File: src/rtl/rar_pkg.sv
// shared types and constants for the rational arithmetic reduce block
`timescale 1ns / 1ps
package rar_pkg;

    localparam int unsigned DATA_W = 32;
    localparam int unsigned MAG_W  = 64;
    localparam int unsigned OUT_W  = 63;

    typedef enum logic [1:0] {
        OP_ADD = 2'd0,
        OP_SUB = 2'd1,
        OP_MUL = 2'd2,
        OP_DIV = 2'd3
    } op_t;

    typedef struct packed {
        logic [1:0]               operation;
        logic signed [DATA_W-1:0] a_num;
        logic signed [DATA_W-1:0] a_den;
        logic signed [DATA_W-1:0] b_num;
        logic signed [DATA_W-1:0] b_den;
    } in_item_t;

    typedef struct packed {
        logic             status;
        logic             negative;
        logic [OUT_W-1:0] whole_part;
        logic [OUT_W-1:0] frac_num;
        logic [OUT_W-1:0] frac_den;
    } out_item_t;

    typedef enum logic [3:0] {
        ST_IDLE,
        ST_MUL1,
        ST_MUL2,
        ST_SIGN,
        ST_GCD_START,
        ST_GCD_RUN,
        ST_RED_START,
        ST_RED_RUN,
        ST_WHOLE_START,
        ST_WHOLE_RUN,
        ST_DONE
    } state_t;

    // datapath commands
    typedef struct packed {
        logic load;
        logic mul1;
        logic mul2;
        logic sign;
        logic gcd_start;
        logic gcd_step;
        logic red_start;
        logic red_step;
        logic whole_start;
        logic whole_step;
    } dp_cmd_t;

    // datapath status
    typedef struct packed {
        logic den_zero;
        logic num_zero;
        logic gcd_done;
        logic div_done;
    } dp_sts_t;

endpackage

File: src/rtl/rar_ctrl.sv
// controller state machine: sequences the datapath and runs the handshakes
`timescale 1ns / 1ps
module rar_ctrl (
    input  logic             aclk,
    input  logic             aresetn,
    input  logic             s_valid,
    output logic             s_ready,
    output logic             m_valid,
    input  logic             m_ready,
    input  rar_pkg::dp_sts_t sts,
    output rar_pkg::dp_cmd_t cmd
);
    rar_pkg::state_t state_reg, state_next;

    // next state
    always_comb begin
        state_next = state_reg;
        unique case (state_reg)
            rar_pkg::ST_IDLE:        if (s_valid) state_next = rar_pkg::ST_MUL1;
            rar_pkg::ST_MUL1:        state_next = rar_pkg::ST_MUL2;
            rar_pkg::ST_MUL2:        state_next = rar_pkg::ST_SIGN;
            rar_pkg::ST_SIGN:        state_next = rar_pkg::ST_GCD_START;
            rar_pkg::ST_GCD_START: begin
                if (sts.den_zero || sts.num_zero) state_next = rar_pkg::ST_DONE;
                else                              state_next = rar_pkg::ST_GCD_RUN;
            end
            rar_pkg::ST_GCD_RUN:     if (sts.gcd_done) state_next = rar_pkg::ST_RED_START;
            rar_pkg::ST_RED_START:   state_next = rar_pkg::ST_RED_RUN;
            rar_pkg::ST_RED_RUN:     if (sts.div_done) state_next = rar_pkg::ST_WHOLE_START;
            rar_pkg::ST_WHOLE_START: state_next = rar_pkg::ST_WHOLE_RUN;
            rar_pkg::ST_WHOLE_RUN:   if (sts.div_done) state_next = rar_pkg::ST_DONE;
            rar_pkg::ST_DONE:        if (m_ready) state_next = rar_pkg::ST_IDLE;
            default:                 state_next = rar_pkg::ST_IDLE;
        endcase
    end

    // command outputs
    always_comb begin
        cmd         = '0;
        s_ready     = 1'b0;
        m_valid     = 1'b0;
        unique case (state_reg)
            rar_pkg::ST_IDLE: begin
                s_ready  = 1'b1;
                cmd.load = s_valid;
            end
            rar_pkg::ST_MUL1:        cmd.mul1 = 1'b1;
            rar_pkg::ST_MUL2:        cmd.mul2 = 1'b1;
            rar_pkg::ST_SIGN:        cmd.sign = 1'b1;
            rar_pkg::ST_GCD_START:   cmd.gcd_start = !(sts.den_zero || sts.num_zero);
            rar_pkg::ST_GCD_RUN:     cmd.gcd_step = !sts.gcd_done;
            rar_pkg::ST_RED_START:   cmd.red_start = 1'b1;
            rar_pkg::ST_RED_RUN:     cmd.red_step = 1'b1;
            rar_pkg::ST_WHOLE_START: cmd.whole_start = 1'b1;
            rar_pkg::ST_WHOLE_RUN:   cmd.whole_step = !sts.div_done;
            rar_pkg::ST_DONE:        m_valid = 1'b1;
            default: ;
        endcase
    end

    always_ff @(posedge aclk) begin
        if (!aresetn) begin
            state_reg <= rar_pkg::ST_IDLE;
        end else begin
            state_reg <= state_next;
        end
    end
endmodule
File: config.mk
export PLATFORM = sky130hd
export DESIGN_NAME = rar_ctrl
export DESIGN_NICKNAME = d
export VERILOG_FILES = /design/src/rtl/rar_pkg.sv /design/src/rtl/rar_ctrl.sv
export SDC_FILE = /design/constraint.sdc
export NUM_CORES = 1
export LEC_CHECK = 0
export ABC_CLOCK_PERIOD_IN_PS = 1500
export BUFFER_PORTS_ARGS = -buffer_cell sky130_fd_sc_hd__buf_2
export CORE_AREA = 4 4 49 51
export DETAILED_ROUTE_END_ITERATION = 7
export DIE_AREA = 0 0 53 55
export PLACE_DENSITY_LB_ADDON = 0.3
export SYNTH_ARGS = -nofsm -noshare
export SYNTH_HDL_FRONTEND = slang
export SYNTH_SLANG_ARGS = --single-unit
File: constraint.sdc
create_clock -name aclk -period 1.5 [get_ports aclk]
set_input_delay 0.15 -clock aclk [delete_from_list [all_inputs] [get_ports aclk]]
set_output_delay 0.15 -clock aclk [all_outputs]
set_load 0.02 [all_outputs]
* Word level (Yosys, flattened, before mapping)
Cells that the tools add are included.
** Word-level totals
- Word-level logic and storage cells :: 41
- Register bits :: 4
- Output and inout bits :: 12
- Input bits :: 8
** Cells by class
- Reduce and logical (&&, ||, !) cells :: 6
- Eq/ne operators :: 15
- Mux-type cells :: 19
** Operators by type and width (number)
- 4-bit one-hot mux with 11 select lines :: 1
- 4-bit two-way mux :: 6
- 4-bit by 3-bit equality test with 1-bit output (second input constant) :: 4
- 4-bit equality test (second input constant) :: 3
- 1-bit two-way mux :: 12
- 2-bit inequality test (second input constant) :: 5
- 4-bit by 2-bit equality test with 1-bit output (second input constant) :: 2
- 5-bit AND reduction :: 1
- 4-bit by 1-bit equality test with 1-bit output (second input constant) :: 1
- 4-bit zero test :: 1
- 1-bit zero test :: 3
- 1-bit logical OR :: 1

* Depth between registers and ports, before layout
- Word-level depth :: 3
- Gate-level depth with buffers :: 5
- Depth with buffers taken out :: 4

* Least setup slack after synthesis
Ideal clock, no wire load.
- Path type :: register to output
- Start point :: reg state_reg[3]
- End point :: out cmd[5] in the netlist's numbering
- Data arrival time :: 1.393 ns
- Required time :: 1.350 ns
- Path slack :: -0.043 ns
- Stages on the path, launching flop included :: 4
- Path buffers :: 1
- Cell sequence :: dfxtp_1 -> buf_6 -> or2_1 -> nor4_1
** RTL lines
- start, declared :: RTL line rar_ctrl.sv:13 : rar_pkg::state_t state_reg, state_next;
- start signal, assigned :: RTL line rar_ctrl.sv:63 : state_reg <= rar_pkg::ST_IDLE;
- start signal, assigned :: RTL line rar_ctrl.sv:65 : state_reg <= state_next;
- end, declared :: RTL line rar_ctrl.sv:11 : output rar_pkg::dp_cmd_t cmd

==> metrics <==
CTS buffer count=3; port bufs=19; Worst-path clk slew=approximately 40 ps; CP bufs+invs=1; Initial DRT Pass Iterations=6; die width=between 50 and 60 um; CP Data Arrival Time=about 1300 ps; pwr/cell area=roughly 1300 nW/um^2; setup ws final=~63 ps; post-synthesis area per instance=between 7 and 8 sq um; Setup violations, final=0; worst-path maximum fanout=10; Worst EP required=1350 ps; multi-input combinational cell area=338 sq um; Post-synth top flop=dfxtp_1; Final Wtd Congestion=around 0.8; Place WS=104 ps; Tmin final=roughly 1400 ps; Worst Skew=between 0.8 and 0.9 ps; filler cell count=approximately 220; CTS H-tree depth=1; Crit path largest cell delay=370 ps; placed cells=between 100 and 150; drc violations=0; Max Fclk=0.696 GHz; Crit path max-delay family=simple AND/OR/NAND/NOR gates; # IOs=20; Leakage=a little under 0.3 nW; antenna violations before repair=0; diodes inserted=0; Detailed Route Iter0 Violations=2; Area growth, synth to finish=37.3%; Post-synth EDFFs=0; slowest CP cell=dfxtp_4; Mapped Area=around 480 sq um; WL final=1.37 mm; Ys Warns=0; Core ar.=between 1500 and 2000 sq um; Hold Crit Class=input pin to register; Max Slew Vio Count=0; Post-Layout Cell Count=~120; clk root buf=clkbuf_4; row count=16; Clk Latency, worst-skew pair=240 ps; via count=549; crit path launch type=register; Die Span Y=55 um; DP HPWL=about 1.0 mm; slew margin rel.=80.1%; flops & latches, synth=4; total track usage=10.8%; final hold vios=0; CTS Buffer Depth=2; peak supply drop=between 500 and 600 uV; fraction of layout cells with a size suffix above 1=50.0%; Final nets=roughly 100; Setup crit end kind=output port; DR vias/cell=4.77; DRT antenna net count=0; pin count of the biggest net entering global routing=16; worst setup path class=register to output port; global-route wire length before repair=2.28 mm; Netlist cell types=32; status=completed; register area=between 90 and 100 sq um; period utilisation layout=a little over nine tenths; critical path, cell by cell=or2_4 -> nor3_2 -> and2_1 -> buf_4; wire length per cell=roughly 12 um; vias in the first global route=a little under 500; Max-Cap Viols=0; Clock Sinks=4; Worst-Margin Slew=between 200 and 300 ps; synthesized instance count=between 60 and 70; die area=around 3000 sq um; syn_nets=between 70 and 80; max reg flops=4; TritonCTS clock tree=done; asr flop ratio synth=0%; grt total ovfl=0; post-synthesis sequential area ratio=16.8%; Starting Density=24.5%
[worst register-to-register path, stage by stage, from the launching register on]
cell,delay (ps)
dfxtp_4,370
buf_4,160
nor4b_1,280
o21ai_1,130
nand2_1,100
o21ai_0,90
[final timing paths]
kind	startpoint	to	slack, ps	depth (start not counted)
worst min-delay path	aresetn	state_reg[0]	190	2
worst min register to register	state_reg[3]	state_reg[3]	590	2
worst max-delay path	state_reg[0]	cmd[9]	60	4
worst max register to register	state_reg[0]	state_reg[3]	240	5
[kinds of logic (layout without fill, tap and decap cells)]
kind of cell | Yosys count | after routing | synth area share [%]
AOI/OAI and AO/OA | 17 | 17 | 25.7
and+or+nand+nor | 35 | 35 | 41.5
buffers and inverters | 8 | 32 | 16.0
DFF | 4 | 4 | 16.8
[metal layers]
metal,GRT usage (%),wire (um)
met3,2.68,77
met4,5.11,20
met2,16.5,631
met5,0,0
met1,14.1,636
[synthesized netlist by cell type (2+ instances only)]
library cell	instances	area, sq um
o21bai_1	2	15.0
o21ai_0	3	15.0
nor4b_1	2	17.5
inv_1	2	7.51
clkbuf_8	3	41.3
nand2b_1	2	12.5
nor2_1	8	30.0
nor3_1	5	25.0
nand2_1	7	26.3
dfxtp_1	4	80.1
nor4_1	2	12.5
o21ai_1	2	10.0
buf_6	2	22.5
a21oi_1	2	10.0
[cell usage in the layout (no fill, tap or decap), types with 2 or more instances in the layout]
cell type	netlist	final
buf_4	0	10
nand2_1	7	7
nand2b_1	2	2
o21ai_0	3	3
buf_2	0	17
nor2_2	1	2
o21bai_1	2	2
nor3_1	5	5
nor2_1	8	7
o21ai_1	2	2
a21oi_1	2	2
clkbuf_4	0	3
dfxtp_4	0	3
[power breakdown]
group,switching [mW],internal (mW)
logic,0.258,0.236
clock network,0.0464,0.0897
registers,0.0724,0.137
total,0.377,0.462
[stage by stage]
stage	hold slack [ps]	power [mW]	area (sq um)	util [%]	TNS, ps
floorplan	283	0.530	489	-	0
global placement	443	0.625	579	29.8	0
detailed placement	442	0.626	579	29.8	0
CTS	189	0.780	609	31.4	0
global route	195	0.916	654	33.7	-0.651
finish	186	0.839	654	33.7	0
[repair_timing]
item                                    4_1_cts  5_1_grt
pin swaps                                     0        2
resized for setup                             5        7
gates cloned                                  0        0
hold buffers                                  0        0
endpoints found under the setup margin        9        5
buffers inserted                              0        4
[area by class of cell]
type	count	share of cell area (%)
clock buffers	3	3.44
inverters	2	1.15
flip-flops and latches	4	14.1
multi-input cells	52	51.6
well taps	27	5.16
repair buffers	27	24.5
No activity file was read; power rests on OpenSTA's default activity.
